`src/vppc_pkg.sv`:
```
// Shared widths, codes, reset values and control types for the viewport pan controller.
package vppc_pkg;

  localparam int PIXEL_BITS    = 12;
  localparam int FRAC_BITS     = 8;
  localparam int TIME_BITS     = 24;
  localparam int POS_BITS      = PIXEL_BITS + FRAC_BITS;
  localparam int SPOS_BITS     = POS_BITS + 1;
  localparam int DIM_BITS      = PIXEL_BITS + 1;
  localparam int OFS_BITS      = PIXEL_BITS;
  localparam int HALF_BITS     = DIM_BITS + 1;
  localparam int ELAP_BITS     = TIME_BITS + 1;
  localparam int PROD_BITS     = POS_BITS + TIME_BITS;
  localparam int CALC_BITS     = POS_BITS + 4;
  localparam int OPC_BITS      = 3;
  localparam int CFG_IDX_BITS  = 3;
  localparam int CFG_DATA_BITS = DIM_BITS;
  localparam int DIV_CNT_BITS  = $clog2(POS_BITS + 1);

  localparam logic signed [CALC_BITS-1:0] POS_MAX_C = CALC_BITS'((64'd1 << POS_BITS) - 64'd1);

  localparam logic [DIM_BITS-1:0] RST_VIEW_W    = DIM_BITS'(800);
  localparam logic [DIM_BITS-1:0] RST_VIEW_H    = DIM_BITS'(600);
  localparam logic [DIM_BITS-1:0] RST_CONTENT_W = DIM_BITS'(800);
  localparam logic [DIM_BITS-1:0] RST_CONTENT_H = DIM_BITS'(600);
  localparam logic [OFS_BITS-1:0] RST_OFS_X     = OFS_BITS'(0);
  localparam logic [OFS_BITS-1:0] RST_OFS_Y     = OFS_BITS'(150);

  localparam logic [OPC_BITS-1:0] OPC_CORNER_JUMP = OPC_BITS'(0);
  localparam logic [OPC_BITS-1:0] OPC_CORNER_PAN  = OPC_BITS'(1);
  localparam logic [OPC_BITS-1:0] OPC_CENTRE_JUMP = OPC_BITS'(2);
  localparam logic [OPC_BITS-1:0] OPC_CENTRE_PAN  = OPC_BITS'(3);
  localparam logic [OPC_BITS-1:0] OPC_TICK        = OPC_BITS'(4);

  localparam logic [CFG_IDX_BITS-1:0] CFG_VIEW_W    = CFG_IDX_BITS'(0);
  localparam logic [CFG_IDX_BITS-1:0] CFG_VIEW_H    = CFG_IDX_BITS'(1);
  localparam logic [CFG_IDX_BITS-1:0] CFG_CONTENT_W = CFG_IDX_BITS'(2);
  localparam logic [CFG_IDX_BITS-1:0] CFG_CONTENT_H = CFG_IDX_BITS'(3);
  localparam logic [CFG_IDX_BITS-1:0] CFG_OFS_X     = CFG_IDX_BITS'(4);
  localparam logic [CFG_IDX_BITS-1:0] CFG_OFS_Y     = CFG_IDX_BITS'(5);

  typedef enum logic [2:0] {
    DP_NONE,
    DP_CLAMP,
    DP_APPLY,
    DP_ACCUM,
    DP_FINISH,
    DP_MUL,
    DP_DIV_GO,
    DP_UPDATE
  } dp_op_e;

  typedef struct packed {
    logic   in_ready;
    dp_op_e op;
    logic   axis_y;
    logic   out_load;
  } ctrl_cmd_t;

  typedef struct packed {
    logic                in_valid;
    logic [OPC_BITS-1:0] opcode;
    logic                pan_active;
    logic                pan_end;
    logic                div_done;
    logic                out_free;
  } dp_stat_t;

endpackage

```
`src/vppc_if.sv`:
```
// Command, result and configuration channel interfaces.
interface vppc_cmd_if import vppc_pkg::*; ();
  logic                        valid;
  logic                        ready;
  logic [OPC_BITS-1:0]         opcode;
  logic signed [SPOS_BITS-1:0] pos_x;
  logic signed [SPOS_BITS-1:0] pos_y;
  logic [TIME_BITS-1:0]        duration;
  logic [TIME_BITS-1:0]        delta_time;

  modport source (output valid, opcode, pos_x, pos_y, duration, delta_time, input ready);
  modport sink (input valid, opcode, pos_x, pos_y, duration, delta_time, output ready);
endinterface

interface vppc_res_if import vppc_pkg::*; ();
  logic                valid;
  logic                ready;
  logic [POS_BITS-1:0] view_x;
  logic [POS_BITS-1:0] view_y;
  logic                animating;

  modport source (output valid, view_x, view_y, animating, input ready);
  modport sink (input valid, view_x, view_y, animating, output ready);
endinterface

interface vppc_cfg_if import vppc_pkg::*; ();
  logic                     valid;
  logic                     ready;
  logic [CFG_IDX_BITS-1:0]  index;
  logic [CFG_DATA_BITS-1:0] data;

  modport source (output valid, index, data, input ready);
  modport sink (input valid, index, data, output ready);
endinterface

```
`src/viewport_pan_clamp_animator.sv`:
```
// Top level of the scrolling viewport controller with clamped targets and timed panning.
// Each command on cmd_i (corner or centre target, jump or pan, or a tick) returns exactly one
// transfer on res_o with the current corner in unsigned 12.8 pixels and the animating flag.
// One command is worked on at a time. A jump or pan start clamps both axes and applies the
// targets; an idle tick or unused opcode goes straight to the result; a tick that ends the
// pan snaps to the destination; and a tick that steps the pan runs a bit-serial divide once
// per axis on one shared divider. A finished result waits in an output register while the
// next command is already taken. Configuration writes on cfg_i are taken in any cycle and
// must only be issued while no command is outstanding.
module viewport_pan_clamp_animator import vppc_pkg::*; (
  input  logic       clk_i,
  input  logic       rst_ni,
  vppc_cmd_if.sink   cmd_i,
  vppc_res_if.source res_o,
  vppc_cfg_if.sink   cfg_i
);

  ctrl_cmd_t ctl;
  dp_stat_t  stat;

  vppc_ctrl u_ctrl (
    .clk_i  (clk_i),
    .rst_ni (rst_ni),
    .stat_i (stat),
    .cmd_o  (ctl)
  );

  vppc_dp u_dp (
    .clk_i  (clk_i),
    .rst_ni (rst_ni),
    .cmd_i  (cmd_i),
    .res_o  (res_o),
    .cfg_i  (cfg_i),
    .ctl_i  (ctl),
    .stat_o (stat)
  );

endmodule

```
`src/vppc_div.sv`:
```
// Restoring divider that produces one quotient bit per cycle for the pan step.
module vppc_div import vppc_pkg::*; (
  input  logic                 clk_i,
  input  logic                 rst_ni,
  input  logic                 start_i,
  input  logic [PROD_BITS-1:0] num_i,
  input  logic [TIME_BITS-1:0] den_i,
  output logic                 done_o,
  output logic [POS_BITS-1:0]  quot_o
);

  logic [TIME_BITS-1:0]    rem_q;
  logic [TIME_BITS-1:0]    den_q;
  logic [POS_BITS-1:0]     acc_q;
  logic [DIV_CNT_BITS-1:0] cnt_q;
  logic                    done_q;
  logic [TIME_BITS:0]      trial;
  logic                    fits;

  assign trial = {rem_q, acc_q[POS_BITS-1]};
  assign fits  = trial >= {1'b0, den_q};

  always_ff @(posedge clk_i or negedge rst_ni) begin
    if (!rst_ni) begin
      cnt_q  <= '0;
      done_q <= 1'b0;
    end else if (start_i) begin
      cnt_q  <= DIV_CNT_BITS'(POS_BITS);
      done_q <= 1'b0;
    end else if (cnt_q != '0) begin
      cnt_q  <= cnt_q - DIV_CNT_BITS'(1);
      done_q <= (cnt_q == DIV_CNT_BITS'(1));
    end else begin
      done_q <= 1'b0;
    end
  end

  // The quotient is known to fit in POS_BITS, so the upper part of the
  // dividend starts out as a partial remainder below the divisor.
  always_ff @(posedge clk_i) begin
    if (start_i) begin
      rem_q <= num_i[PROD_BITS-1:POS_BITS];
      acc_q <= num_i[POS_BITS-1:0];
      den_q <= den_i;
    end else if (cnt_q != '0) begin
      rem_q <= fits ? TIME_BITS'(trial - {1'b0, den_q}) : trial[TIME_BITS-1:0];
      acc_q <= {acc_q[POS_BITS-2:0], fits};
    end
  end

  assign done_o = done_q;
  assign quot_o = acc_q;

  a_no_restart: assert property (@(posedge clk_i) disable iff (!rst_ni)
    start_i |-> cnt_q == '0)
    else $error("Divider restarted while a division was running.");

endmodule

```
`src/vppc_dp.sv`:
```
// Datapath: configuration registers, target clamping, pan state, step unit and result register.
module vppc_dp import vppc_pkg::*; (
  input  logic       clk_i,
  input  logic       rst_ni,
  vppc_cmd_if.sink   cmd_i,
  vppc_res_if.source res_o,
  vppc_cfg_if.sink   cfg_i,
  input  ctrl_cmd_t  ctl_i,
  output dp_stat_t   stat_o
);

  function automatic logic [POS_BITS-1:0] sat_pos(input logic signed [CALC_BITS-1:0] r);
    logic [POS_BITS-1:0] res;
    if (r < 0) begin
      res = '0;
    end else if (r > POS_MAX_C) begin
      res = '1;
    end else begin
      res = r[POS_BITS-1:0];
    end
    return res;
  endfunction

  function automatic logic signed [CALC_BITS-1:0] fx_dim(input logic [DIM_BITS-1:0] d);
    return $signed({{(CALC_BITS-DIM_BITS-FRAC_BITS){1'b0}}, d, {FRAC_BITS{1'b0}}});
  endfunction

  function automatic logic [POS_BITS-1:0] clamp_corner(
    input logic signed [SPOS_BITS-1:0] p,
    input logic [DIM_BITS-1:0]         view,
    input logic [DIM_BITS-1:0]         content
  );
    logic [DIM_BITS-1:0]         ev;
    logic signed [CALC_BITS-1:0] ps;
    logic signed [CALC_BITS-1:0] v;
    logic signed [CALC_BITS-1:0] c;
    logic signed [CALC_BITS-1:0] r;
    ev = (view > content) ? view : content;
    ps = CALC_BITS'(p);
    v  = fx_dim(ev);
    c  = fx_dim(content);
    if (ps < 0) begin
      r = '0;
    end else if (ps + c > v) begin
      r = v - c;
    end else begin
      r = ps;
    end
    return sat_pos(r);
  endfunction

  function automatic logic [POS_BITS-1:0] clamp_centre(
    input logic signed [SPOS_BITS-1:0] p,
    input logic [DIM_BITS-1:0]         view,
    input logic [DIM_BITS-1:0]         content,
    input logic [OFS_BITS-1:0]         ofs
  );
    logic [DIM_BITS-1:0]         ev;
    logic signed [HALF_BITS-1:0] diff;
    logic signed [HALF_BITS-1:0] h;
    logic signed [CALC_BITS-1:0] ps;
    logic signed [CALC_BITS-1:0] v;
    logic signed [CALC_BITS-1:0] fh;
    logic signed [CALC_BITS-1:0] q;
    ev   = (view > content) ? view : content;
    diff = $signed({1'b0, content}) - $signed({2'b0, ofs});
    // Halve with truncation toward zero.
    h    = (diff + $signed({{(HALF_BITS-1){1'b0}}, diff[HALF_BITS-1]})) >>> 1;
    fh   = CALC_BITS'(h) <<< FRAC_BITS;
    ps   = CALC_BITS'(p);
    v    = fx_dim(ev);
    if (ps + fh > v) begin
      q = v - fh;
    end else if (ps - fh < 0) begin
      q = fh;
    end else begin
      q = ps;
    end
    return sat_pos(q - fh);
  endfunction

  logic [DIM_BITS-1:0] view_w_q, view_h_q, content_w_q, content_h_q;
  logic [OFS_BITS-1:0] ofs_x_q, ofs_y_q;

  logic [OPC_BITS-1:0]         opc_q;
  logic signed [SPOS_BITS-1:0] px_q, py_q;
  logic [TIME_BITS-1:0]        dur_q, dt_q;

  logic [POS_BITS-1:0]         tx_q, ty_q;
  logic [POS_BITS-1:0]         cur_x_q, cur_y_q, dest_x_q, dest_y_q;
  logic signed [SPOS_BITS-1:0] dist_x_q, dist_y_q;
  logic [ELAP_BITS-1:0]        elapsed_q;
  logic [TIME_BITS-1:0]        pan_time_q;
  logic                        pan_active_q;
  logic [PROD_BITS-1:0]        prod_q;

  logic                res_valid_q;
  logic [POS_BITS-1:0] view_x_q, view_y_q;
  logic                animating_q;

  logic                        accept;
  logic                        is_corner;
  logic                        is_jump;
  logic                        pan_end;
  logic signed [SPOS_BITS-1:0] sel_p;
  logic [DIM_BITS-1:0]         sel_view, sel_content;
  logic [OFS_BITS-1:0]         sel_ofs;
  logic [POS_BITS-1:0]         target;
  logic [POS_BITS-1:0]         u_cur, u_dest, u_mag;
  logic signed [SPOS_BITS-1:0] u_dist;
  logic                        u_neg;
  logic signed [CALC_BITS-1:0] q_s, step_s, cur_s, dest_s, nx_s;
  logic [POS_BITS-1:0]         u_next;
  logic                        div_done;
  logic [POS_BITS-1:0]         quot;

  assign cfg_i.ready = 1'b1;
  assign cmd_i.ready = ctl_i.in_ready;
  assign accept      = cmd_i.valid & cmd_i.ready;

  always_ff @(posedge clk_i or negedge rst_ni) begin
    if (!rst_ni) begin
      view_w_q    <= RST_VIEW_W;
      view_h_q    <= RST_VIEW_H;
      content_w_q <= RST_CONTENT_W;
      content_h_q <= RST_CONTENT_H;
      ofs_x_q     <= RST_OFS_X;
      ofs_y_q     <= RST_OFS_Y;
    end else if (cfg_i.valid) begin
      unique case (cfg_i.index)
        CFG_VIEW_W:    view_w_q    <= cfg_i.data;
        CFG_VIEW_H:    view_h_q    <= cfg_i.data;
        CFG_CONTENT_W: content_w_q <= cfg_i.data;
        CFG_CONTENT_H: content_h_q <= cfg_i.data;
        CFG_OFS_X:     ofs_x_q     <= cfg_i.data[OFS_BITS-1:0];
        CFG_OFS_Y:     ofs_y_q     <= cfg_i.data[OFS_BITS-1:0];
        default: ;
      endcase
    end
  end

  always_ff @(posedge clk_i) begin
    if (accept) begin
      opc_q <= cmd_i.opcode;
      px_q  <= cmd_i.pos_x;
      py_q  <= cmd_i.pos_y;
      dur_q <= cmd_i.duration;
      dt_q  <= cmd_i.delta_time;
    end
  end

  assign is_corner = (opc_q == OPC_CORNER_JUMP) || (opc_q == OPC_CORNER_PAN);
  assign is_jump   = (opc_q == OPC_CORNER_JUMP) || (opc_q == OPC_CENTRE_JUMP);

  assign sel_p       = ctl_i.axis_y ? py_q : px_q;
  assign sel_view    = ctl_i.axis_y ? view_h_q : view_w_q;
  assign sel_content = ctl_i.axis_y ? content_h_q : content_w_q;
  assign sel_ofs     = ctl_i.axis_y ? ofs_y_q : ofs_x_q;
  assign target      = is_corner ? clamp_corner(sel_p, sel_view, sel_content)
                                 : clamp_centre(sel_p, sel_view, sel_content, sel_ofs);

  always_ff @(posedge clk_i) begin
    if (ctl_i.op == DP_CLAMP) begin
      if (ctl_i.axis_y) begin
        ty_q <= target;
      end else begin
        tx_q <= target;
      end
    end
  end

  assign u_cur  = ctl_i.axis_y ? cur_y_q : cur_x_q;
  assign u_dest = ctl_i.axis_y ? dest_y_q : dest_x_q;
  assign u_dist = ctl_i.axis_y ? dist_y_q : dist_x_q;
  assign u_neg  = u_dist[SPOS_BITS-1];
  assign u_mag  = POS_BITS'(u_neg ? -u_dist : u_dist);

  always_ff @(posedge clk_i) begin
    if (ctl_i.op == DP_MUL) begin
      prod_q <= u_mag * dt_q;
    end
  end

  vppc_div u_div (
    .clk_i   (clk_i),
    .rst_ni  (rst_ni),
    .start_i (ctl_i.op == DP_DIV_GO),
    .num_i   (prod_q),
    .den_i   (pan_time_q),
    .done_o  (div_done),
    .quot_o  (quot)
  );

  // Step toward the target and snap to it once it is reached or passed.
  always_comb begin
    q_s    = $signed({{(CALC_BITS-POS_BITS){1'b0}}, quot});
    step_s = u_neg ? -q_s : q_s;
    cur_s  = $signed({{(CALC_BITS-POS_BITS){1'b0}}, u_cur});
    dest_s = $signed({{(CALC_BITS-POS_BITS){1'b0}}, u_dest});
    nx_s   = cur_s + step_s;
    if ((u_dist > 0 && nx_s >= dest_s) || (u_neg && nx_s < dest_s)) begin
      u_next = u_dest;
    end else begin
      u_next = sat_pos(nx_s);
    end
  end

  assign pan_end = (pan_time_q == '0) || (elapsed_q > {1'b0, pan_time_q});

  always_ff @(posedge clk_i or negedge rst_ni) begin
    if (!rst_ni) begin
      cur_x_q      <= '0;
      cur_y_q      <= '0;
      dest_x_q     <= '0;
      dest_y_q     <= '0;
      dist_x_q     <= '0;
      dist_y_q     <= '0;
      elapsed_q    <= '0;
      pan_time_q   <= '0;
      pan_active_q <= 1'b0;
    end else begin
      unique case (ctl_i.op)
        DP_APPLY: begin
          if (is_jump) begin
            cur_x_q <= tx_q;
            cur_y_q <= ty_q;
          end else begin
            dest_x_q     <= tx_q;
            dest_y_q     <= ty_q;
            dist_x_q     <= $signed({1'b0, tx_q}) - $signed({1'b0, cur_x_q});
            dist_y_q     <= $signed({1'b0, ty_q}) - $signed({1'b0, cur_y_q});
            elapsed_q    <= '0;
            pan_time_q   <= dur_q;
            pan_active_q <= 1'b1;
          end
        end
        DP_ACCUM: begin
          elapsed_q <= elapsed_q + {1'b0, dt_q};
        end
        DP_FINISH: begin
          cur_x_q      <= dest_x_q;
          cur_y_q      <= dest_y_q;
          pan_active_q <= 1'b0;
        end
        DP_UPDATE: begin
          if (ctl_i.axis_y) begin
            cur_y_q <= u_next;
          end else begin
            cur_x_q <= u_next;
          end
        end
        default: ;
      endcase
    end
  end

  always_ff @(posedge clk_i or negedge rst_ni) begin
    if (!rst_ni) begin
      res_valid_q <= 1'b0;
    end else if (ctl_i.out_load) begin
      res_valid_q <= 1'b1;
    end else if (res_o.ready) begin
      res_valid_q <= 1'b0;
    end
  end

  always_ff @(posedge clk_i) begin
    if (ctl_i.out_load) begin
      view_x_q    <= cur_x_q;
      view_y_q    <= cur_y_q;
      animating_q <= pan_active_q;
    end
  end

  assign res_o.valid     = res_valid_q;
  assign res_o.view_x    = view_x_q;
  assign res_o.view_y    = view_y_q;
  assign res_o.animating = animating_q;

  assign stat_o.in_valid   = cmd_i.valid;
  assign stat_o.opcode     = opc_q;
  assign stat_o.pan_active = pan_active_q;
  assign stat_o.pan_end    = pan_end;
  assign stat_o.div_done   = div_done;
  assign stat_o.out_free   = !res_valid_q || res_o.ready;

  a_no_overwrite: assert property (@(posedge clk_i) disable iff (!rst_ni)
    ctl_i.out_load |-> !res_valid_q || res_o.ready)
    else $error("Result register loaded while a result was still pending.");

  a_step_in_pan: assert property (@(posedge clk_i) disable iff (!rst_ni)
    ctl_i.op == DP_MUL |-> pan_active_q && !pan_end)
    else $error("Pan step started outside a running pan.");

  a_pan_start: assert property (@(posedge clk_i) disable iff (!rst_ni)
    $rose(pan_active_q) |-> elapsed_q == '0)
    else $error("Pan started with nonzero elapsed time.");

endmodule

```
`src/vppc_ctrl.sv`:
```
// Controller state machine that sequences the datapath for each command.
module vppc_ctrl import vppc_pkg::*; (
  input  logic      clk_i,
  input  logic      rst_ni,
  input  dp_stat_t  stat_i,
  output ctrl_cmd_t cmd_o
);

  typedef enum logic [3:0] {
    ST_IDLE,
    ST_DECODE,
    ST_CLAMP_X,
    ST_CLAMP_Y,
    ST_APPLY,
    ST_ACCUM,
    ST_CHECK,
    ST_MUL,
    ST_DIV_GO,
    ST_DIV_WAIT,
    ST_UPDATE,
    ST_DONE
  } state_e;

  state_e state_q, state_d;
  logic   axis_q, axis_d;

  always_comb begin
    state_d        = state_q;
    axis_d         = axis_q;
    cmd_o.in_ready = 1'b0;
    cmd_o.op       = DP_NONE;
    cmd_o.axis_y   = axis_q;
    cmd_o.out_load = 1'b0;
    unique case (state_q)
      ST_IDLE: begin
        cmd_o.in_ready = 1'b1;
        if (stat_i.in_valid) begin
          state_d = ST_DECODE;
        end
      end
      ST_DECODE: begin
        case (stat_i.opcode) inside
          OPC_CORNER_JUMP, OPC_CORNER_PAN, OPC_CENTRE_JUMP, OPC_CENTRE_PAN: begin
            state_d = ST_CLAMP_X;
          end
          OPC_TICK: begin
            state_d = stat_i.pan_active ? ST_ACCUM : ST_DONE;
          end
          default: begin
            state_d = ST_DONE;
          end
        endcase
      end
      ST_CLAMP_X: begin
        cmd_o.op     = DP_CLAMP;
        cmd_o.axis_y = 1'b0;
        state_d      = ST_CLAMP_Y;
      end
      ST_CLAMP_Y: begin
        cmd_o.op     = DP_CLAMP;
        cmd_o.axis_y = 1'b1;
        state_d      = ST_APPLY;
      end
      ST_APPLY: begin
        cmd_o.op = DP_APPLY;
        state_d  = ST_DONE;
      end
      ST_ACCUM: begin
        cmd_o.op = DP_ACCUM;
        state_d  = ST_CHECK;
      end
      ST_CHECK: begin
        if (stat_i.pan_end) begin
          cmd_o.op = DP_FINISH;
          state_d  = ST_DONE;
        end else begin
          axis_d  = 1'b0;
          state_d = ST_MUL;
        end
      end
      ST_MUL: begin
        cmd_o.op = DP_MUL;
        state_d  = ST_DIV_GO;
      end
      ST_DIV_GO: begin
        cmd_o.op = DP_DIV_GO;
        state_d  = ST_DIV_WAIT;
      end
      ST_DIV_WAIT: begin
        if (stat_i.div_done) begin
          state_d = ST_UPDATE;
        end
      end
      ST_UPDATE: begin
        cmd_o.op = DP_UPDATE;
        if (axis_q) begin
          state_d = ST_DONE;
        end else begin
          axis_d  = 1'b1;
          state_d = ST_MUL;
        end
      end
      ST_DONE: begin
        if (stat_i.out_free) begin
          cmd_o.out_load = 1'b1;
          state_d        = ST_IDLE;
        end
      end
      default: begin
        state_d = ST_IDLE;
      end
    endcase
  end

  always_ff @(posedge clk_i or negedge rst_ni) begin
    if (!rst_ni) begin
      state_q <= ST_IDLE;
      axis_q  <= 1'b0;
    end else begin
      state_q <= state_d;
      axis_q  <= axis_d;
    end
  end

endmodule

```
`src/flat_wrapper.sv`:
```
// flat-port wrapper written by rule: the top's interface ports become plain ports
module viewport_pan_clamp_animator_flat import vppc_pkg::*;
  (clk_i, rst_ni, cmd_i_valid, cmd_i_opcode, cmd_i_pos_x, cmd_i_pos_y, cmd_i_duration, cmd_i_delta_time, cmd_i_ready, res_o_valid, res_o_view_x, res_o_view_y, res_o_animating, res_o_ready, cfg_i_valid, cfg_i_index, cfg_i_data, cfg_i_ready);
  vppc_cmd_if cmd_i_i ();
  vppc_res_if res_o_i ();
  vppc_cfg_if cfg_i_i ();
  input  logic clk_i;
  input  logic rst_ni;
  input wire logic [$bits(cmd_i_i.valid)-1:0] cmd_i_valid;
  input wire logic [$bits(cmd_i_i.opcode)-1:0] cmd_i_opcode;
  input wire logic [$bits(cmd_i_i.pos_x)-1:0] cmd_i_pos_x;
  input wire logic [$bits(cmd_i_i.pos_y)-1:0] cmd_i_pos_y;
  input wire logic [$bits(cmd_i_i.duration)-1:0] cmd_i_duration;
  input wire logic [$bits(cmd_i_i.delta_time)-1:0] cmd_i_delta_time;
  output wire logic [$bits(cmd_i_i.ready)-1:0] cmd_i_ready;
  output wire logic [$bits(res_o_i.valid)-1:0] res_o_valid;
  output wire logic [$bits(res_o_i.view_x)-1:0] res_o_view_x;
  output wire logic [$bits(res_o_i.view_y)-1:0] res_o_view_y;
  output wire logic [$bits(res_o_i.animating)-1:0] res_o_animating;
  input wire logic [$bits(res_o_i.ready)-1:0] res_o_ready;
  input wire logic [$bits(cfg_i_i.valid)-1:0] cfg_i_valid;
  input wire logic [$bits(cfg_i_i.index)-1:0] cfg_i_index;
  input wire logic [$bits(cfg_i_i.data)-1:0] cfg_i_data;
  output wire logic [$bits(cfg_i_i.ready)-1:0] cfg_i_ready;
  assign cmd_i_i.valid = cmd_i_valid;
  assign cmd_i_i.opcode = cmd_i_opcode;
  assign cmd_i_i.pos_x = cmd_i_pos_x;
  assign cmd_i_i.pos_y = cmd_i_pos_y;
  assign cmd_i_i.duration = cmd_i_duration;
  assign cmd_i_i.delta_time = cmd_i_delta_time;
  assign cmd_i_ready = cmd_i_i.ready;
  assign res_o_valid = res_o_i.valid;
  assign res_o_view_x = res_o_i.view_x;
  assign res_o_view_y = res_o_i.view_y;
  assign res_o_animating = res_o_i.animating;
  assign res_o_i.ready = res_o_ready;
  assign cfg_i_i.valid = cfg_i_valid;
  assign cfg_i_i.index = cfg_i_index;
  assign cfg_i_i.data = cfg_i_data;
  assign cfg_i_ready = cfg_i_i.ready;
  viewport_pan_clamp_animator u_core (.clk_i(clk_i), .rst_ni(rst_ni), .cmd_i(cmd_i_i), .res_o(res_o_i), .cfg_i(cfg_i_i));
endmodule
```
`config.mk`:
```
export PLATFORM = sky130hd
export DESIGN_NAME = viewport_pan_clamp_animator_flat
export DESIGN_NICKNAME = d
export VERILOG_FILES = /design/src/vppc_pkg.sv /design/src/vppc_if.sv /design/src/viewport_pan_clamp_animator.sv /design/src/vppc_div.sv /design/src/vppc_dp.sv /design/src/vppc_ctrl.sv /design/src/flat_wrapper.sv
export SDC_FILE = /design/constraint.sdc
export NUM_CORES = 2
export LEC_CHECK = 0
export ABC_AREA = 1
export BUFFER_PORTS_ARGS = -buffer_cell sky130_fd_sc_hd__buf_2
export CORE_AREA = 3 3 346 485
export DETAILED_ROUTE_END_ITERATION = 8
export DIE_AREA = 0 0 349 488
export GPL_TIMING_DRIVEN = 0
export PLACE_DENSITY = 0.44
export SYNTH_ARGS = -nofsm -noshare
export SYNTH_HDL_FRONTEND = slang
export SYNTH_SLANG_ARGS = --single-unit
```
`constraint.sdc`:
```
create_clock -name clk_i -period 11.2 [get_ports clk_i]
set_input_delay 2.24 -clock clk_i [delete_from_list [all_inputs] [get_ports clk_i]]
set_output_delay 2.24 -clock clk_i [all_outputs]
set_load 0.01 [all_outputs]
```
== Word-level counts from Yosys, hierarchy flattened ==
Index checks and enable logic that the tools add are counted.
W data, S select, Z words.
Storage, ports and cells
  bits in registers: 546
  bits of input ports: 114
  output and inout bits: 44
  logic and storage cells: 202
Operators by class
  $add $sub $neg: 16
  multipliers: 1
  $lt $le $gt $ge: 16
  eq/ne operators: 36
  mux-type cells: 60
  bitwise operators: 3
  reduce and logical (&&, ||, !) cells: 36
Operator list (count)
  $mux W20: 17
  $mux W24: 8
  $pmux W20 S3: 2
  $gt A24 B21 Y1 const B: 3
  $lt A24 B1 Y1 const B: 3
  $pmux W25 S2: 1
  $pmux W4 S12: 1
  $mul A20 B24 Y44: 1
  $sub A21 B21 Y22: 2
  $mux W21: 2
  $sub A20 B20 Y21: 2
  $mux W13: 3
  $mux W4: 8
  $add A25 B24 Y25: 1
  $ge A25 B24 Y1: 1
  $gt A25 B24 Y1: 1
  $mux W25: 1
  $add A21 B24 Y24: 1
  $ge A24 B21 Y1: 1
  $logic_not A24 Y1: 1
  $lt A24 B21 Y1: 1
  $neg A20 Y24: 1
  $reduce_and A2 Y1: 12
  $sub A24 B21 Y24: 1
  other kinds (43): 93

== Longest topological paths before layout ==
  depth after elaboration: 14
  depth in mapped cells: 78
  gate-level depth less buffers: 66

== Hierarchy ==
A second synthesis with hierarchy kept.
Unflattened totals
  cells, all modules: 5974
  area total of the unflattened synthesis: 49865.3 sq um
By module, submodules not included
  vppc_dp: times used 1, cells an instance 5199, area each 44244.9 sq um, sequential area each 12799.8 sq um
  vppc_div: times used 1, cells an instance 697, area each 5156.2 sq um, sequential area each 2192.1 sq um
  vppc_ctrl: times used 1, cells an instance 78, area each 464.2 sq um, sequential area each 125.1 sq um

== Worst setup path before layout ==
OpenSTA, ideal clock, no wires.
  path kind: register -> register
  start point: reg u_core.u_ctrl.state_q[2]
  end point: reg u_core.u_dp.prod_q[42], data pin
  library setup time: 258 ps
  data arrival time: 9950 ps
  required time: 10942 ps
  slack: 992 ps
  cell stages (with the launch flop): 58
  buffers on the path: 7
  clock period less this slack: 10208 ps
  path through: dfrtp_1 > nor2_8 > nand2_4 > nand2_4 > nand2_4 > buf_8 > buf_6 > buf_6 > buf_2 > clkbuf_1 > or2_2 > o21ai_1 > clkbuf_1 > ha_1 > inv_1 > nor2_1 > nand3_1 > o21ai_0 > (+22 left out) > o21ai_0 > a21oi_1 > o21ai_0 > nand3_1 > nand2_1 > nand3_1 > nand2_1 > nand3_1 > nand2_1 > nand2_1 > nand2_1 > nand2_1 > nand2_1 > a21oi_1 > o21ai_0 > nand4_1 > nand3_1 > xor2_1
Between the ends
  word-level cells in the longest chain between the ends: 6
  elaborated cells between the ends (all ways): 7
  classes of those cells: add/sub: 1; mul: 1; eq/ne: 2; mux: 3
Ends and longest elaborated chain
  start, declared: RTL line vppc_ctrl.sv:24  | state_e state_q, state_d;
  start signal, assigned: RTL line vppc_ctrl.sv:120  | state_q <= state_d;
  $eq A4 B2 Y1: RTL line vppc_ctrl.sv:34  | unique case (state_q)
  $pmux W1 S2 *: RTL line vppc_ctrl.sv:34
  $mux W21 *: RTL line vppc_dp.sv:174  | assign u_dist = ctl_i.axis_y ? dist_y_q : dist_x_q;
  $neg A20 Y20: RTL line vppc_dp.sv:176  | assign u_mag = POS_BITS'(u_neg ? -u_dist : u_dist);
  $mux W20 *: RTL line vppc_dp.sv:176
  $mul A20 B24 Y44 *: RTL line vppc_dp.sv:180  | prod_q <= u_mag * dt_q;
  end signal, assigned: RTL line vppc_dp.sv:180
  end, declared: RTL line vppc_dp.sv:95  | logic [PROD_BITS-1:0] prod_q;
Mark *: on every way between the ends. The rest lies on a longest branch, timed or not.
A chain may end at the register's enable or synchronous reset.

== Final worst setup path ==
  start point: reg u_core.u_ctrl.axis_q
  end point: reg u_core.u_dp.prod_q[42], data pin
Between the ends
  word-level cells in the longest chain between the ends: 5
Ends and longest elaborated chain
  start, declared: RTL line vppc_ctrl.sv:25  | logic axis_q, axis_d;
  start signal, assigned: RTL line vppc_ctrl.sv:121  | axis_q <= axis_d;
  $pmux W1 S2 *: RTL line vppc_ctrl.sv:34
  $mux W21 *: RTL line vppc_dp.sv:174
  $neg A20 Y20: RTL line vppc_dp.sv:176
  $mux W20 *: RTL line vppc_dp.sv:176
  $mul A20 B24 Y44 *: RTL line vppc_dp.sv:180
Marked as above.

==> reports/summary.txt <==
Placed Area - 52760 µm²
Final worst slack - 520.4 ps
Ports - 158
Setup TNS - 0 ps
Routed vias/inst - 4.924
Avg WL per Cell - 22.44 µm
Initial DRC Count - 2580
Mapped Cells - 5782
Post-synth top area share - 17.50%
EDFF count, synth - 286
Die area - 170300 µm²
WHS - 445.1 ps
Area leader, netlist - edfxtp_1
DP HPWL - 150400 µm
Leakage dissipation - 26.86 nW
Synth cell types - 68
Max-slew violation count - 0
DIE HEIGHT - 488 µm
Met3 GRT Util - 2.540%
Power Density - 165.3 nW/µm²
Design area - 55760 µm²
Post-synthesis register bit count - 546
Fin crit share - 95.35%
Setup crit end kind - register
Clock sink total - 546
Startpoint types - register
Crit-path slowest cell - dfrtp_1
Initial antenna violation count - 8
WS Path Type - register to register
Final net count - 6978
Final ANT Viol Nets - 0
Cells after DPL - 8084
Achievable Freq - 93.64 MHz
Core Region - 164100 µm²
WP data required - 11660 ps
Hold Crit Start - u_core.u_dp.cur_y_q[10]
Setup skew after layout - 38.72 ps
H-tree Lvls - 3
Die extent in x - 349 µm
Max stage delay on crit path - 640 ps
Root buffer cell - clkbuf_16
Global Route Usage Sum - 21.54%
Most instantiated cells after synthesis - nand2_1 (1318), inv_1 (926), ha_1 (432)
Max Cap Violations - 0
CTS hold repair buffers - 0
Critical Path AT - 11140 ps
First-pass GRT wire length - 270200 µm
Syn Nets - 6731
Worst-Skew Late Latency - 670 ps
Final Core Density - 33.99%
Cts bufs inserted - 69
Synth warnings - 0
Routability Congestion - 0.9198
Crit-path most repeated cell - nand2_1
DP Worst Slack - -4246 ps
R2R Path Start - u_core.u_ctrl.axis_q
Slew @ Worst Pin - 1395 ps
Share of layout cells above drive strength 1 - 9.748%
Cell Rows - 176
Peak VDD IR - 0.0002620 V
M1 GR Usage - 24.96%
Min-delay worst type - register to register
Critical-path maximum fanout - 20
Primary FF master, synth - edfxtp_1
Reg clk slew, reported paths - 60 ps
Non-filler cells, final - 8220
Post-layout min period - 10680 ps
Crit path from - u_core.u_ctrl.axis_q
Initial Utilization - 29.92%
CTS Buffer Depth - 3
Drt first pass iters - 6
Top-count cell post-synth - nand2_1
Port bufs - 156
TritonCTS clock tree - built
Final setup viols - 0
Slew HR - 6.022%
Grt ovf - 0
Pwr Total - 9.220 mW
Final Hold Viols - 0
Pin count of the biggest net entering global routing - 98
Status - finished clean
Synthesized area - 49080 µm²
Synth top area cells - edfxtp_1 (17%), fa_1 (16%), dfrtp_1 (12%)
Sequential-to-total area share from yosys stat - 30.80%
Global route hottest layer - met2
Vias in the first global route - 41580
Fraction of registers with async set/reset - 47.62%
Synthesized area per cell - 8.489 µm²
Routed WL - 184400 µm
Vias - 40470
Drt drc - 0
Area added between synthesis and finish - 13.61%
Global Route met2 Usage - 39.89%
## power by group
group / total, mW / switching [mW] / internal, mW
sequential: 2.34 / 0.0334 / 2.30
combinational: 4.53 / 3.05 / 1.49
clock: 2.35 / 0.979 / 1.37
## cells by family after synthesis
family | count (synthesis) | synth area share (%)
DFF | 546 | 30.80
AOI/OAI and AO/OA | 937 | 10.92
and+or+nand+nor | 2098 | 17.87
other | 1 | 0.007640
buffers and inverters | 1143 | 8.922
xor gates and xnor gates | 198 | 3.548
muxes | 24 | 0.4894
adders and majority gates | 835 | 27.45
## worst max-delay path, delay by kind of cell, from the launching register on
kind	cells	cell delay [ps]
adders and majority gates	9	3940
AOI/OAI and AO/OA	6	980
and+or+nand+nor	22	2790
xor gates and xnor gates	2	600
buffers and inverters	11	1460
DFF	1	640
## cell usage in the layout (no fill, tap or decap), types with 168 or more instances in the layout
cell type,synthesis,layout
ha_1,432,429
fa_1,403,402
a21oi_1,275,269
edfxtp_1,286,286
o21ai_0,401,390
nand2_1,1318,1298
inv_1,926,919
nand3_1,170,168
nor2_1,383,371
dfrtp_1,242,238
## repair_timing
item	4_1_cts	5_1_grt
buffers inserted	7	9
endpoints found under the setup margin	112	51
gates cloned	0	1
resized for setup	101	96
endpoints found under the hold margin	0	0
pin swaps	4	5
## flip-flops by register name (all words and copies together), names as in the netlist, 24 cells and up
register                 cells
u_core.u_dp.u_div.den_q     24
u_core.u_dp.pan_time_q      24
u_core.u_dp.elapsed_q       25
u_core.u_dp.dur_q           24
u_core.u_dp.dt_q            24
u_core.u_dp.u_div.rem_q     24
u_core.u_dp.prod_q          44
## area by class of cell
class	instances	area, µm²
repair buffers	183	1139
inverters	943	3550
diodes	1	2.502
clock buffers	84	1844
multi-input cells	4093	29920
fillers	17260	108300
well taps	2136	2673
clock inverters	41	480.5
plain buffers	193	1031
flip-flops and latches	546	15120
## worst paths after layout
check                                          endpoint  slack (ps)  cells past startpoint
max                              u_core.u_dp.prod_q[42]         520                     50
min                        u_core.u_dp.res_o.view_y[10]         450                      0
max reg2reg                      u_core.u_dp.prod_q[42]         520                     50
min reg2reg                u_core.u_dp.res_o.view_y[10]         450                      0
max in group asynchronous     u_core.u_dp.elapsed_q[10]        8490                      2
min in group asynchronous        u_core.u_dp.ofs_x_q[7]        1570                      1
## per-layer routing
metal,routed length [µm],part of all wire [%],vias up
met5,13,0.0070,-
met4,8383,4.5,2
met3,7891,4.3,290
met2,95870,52,1033
met1,72260,39,20000
li1,-,-,19150
Power figures use the tool's default switching activity.
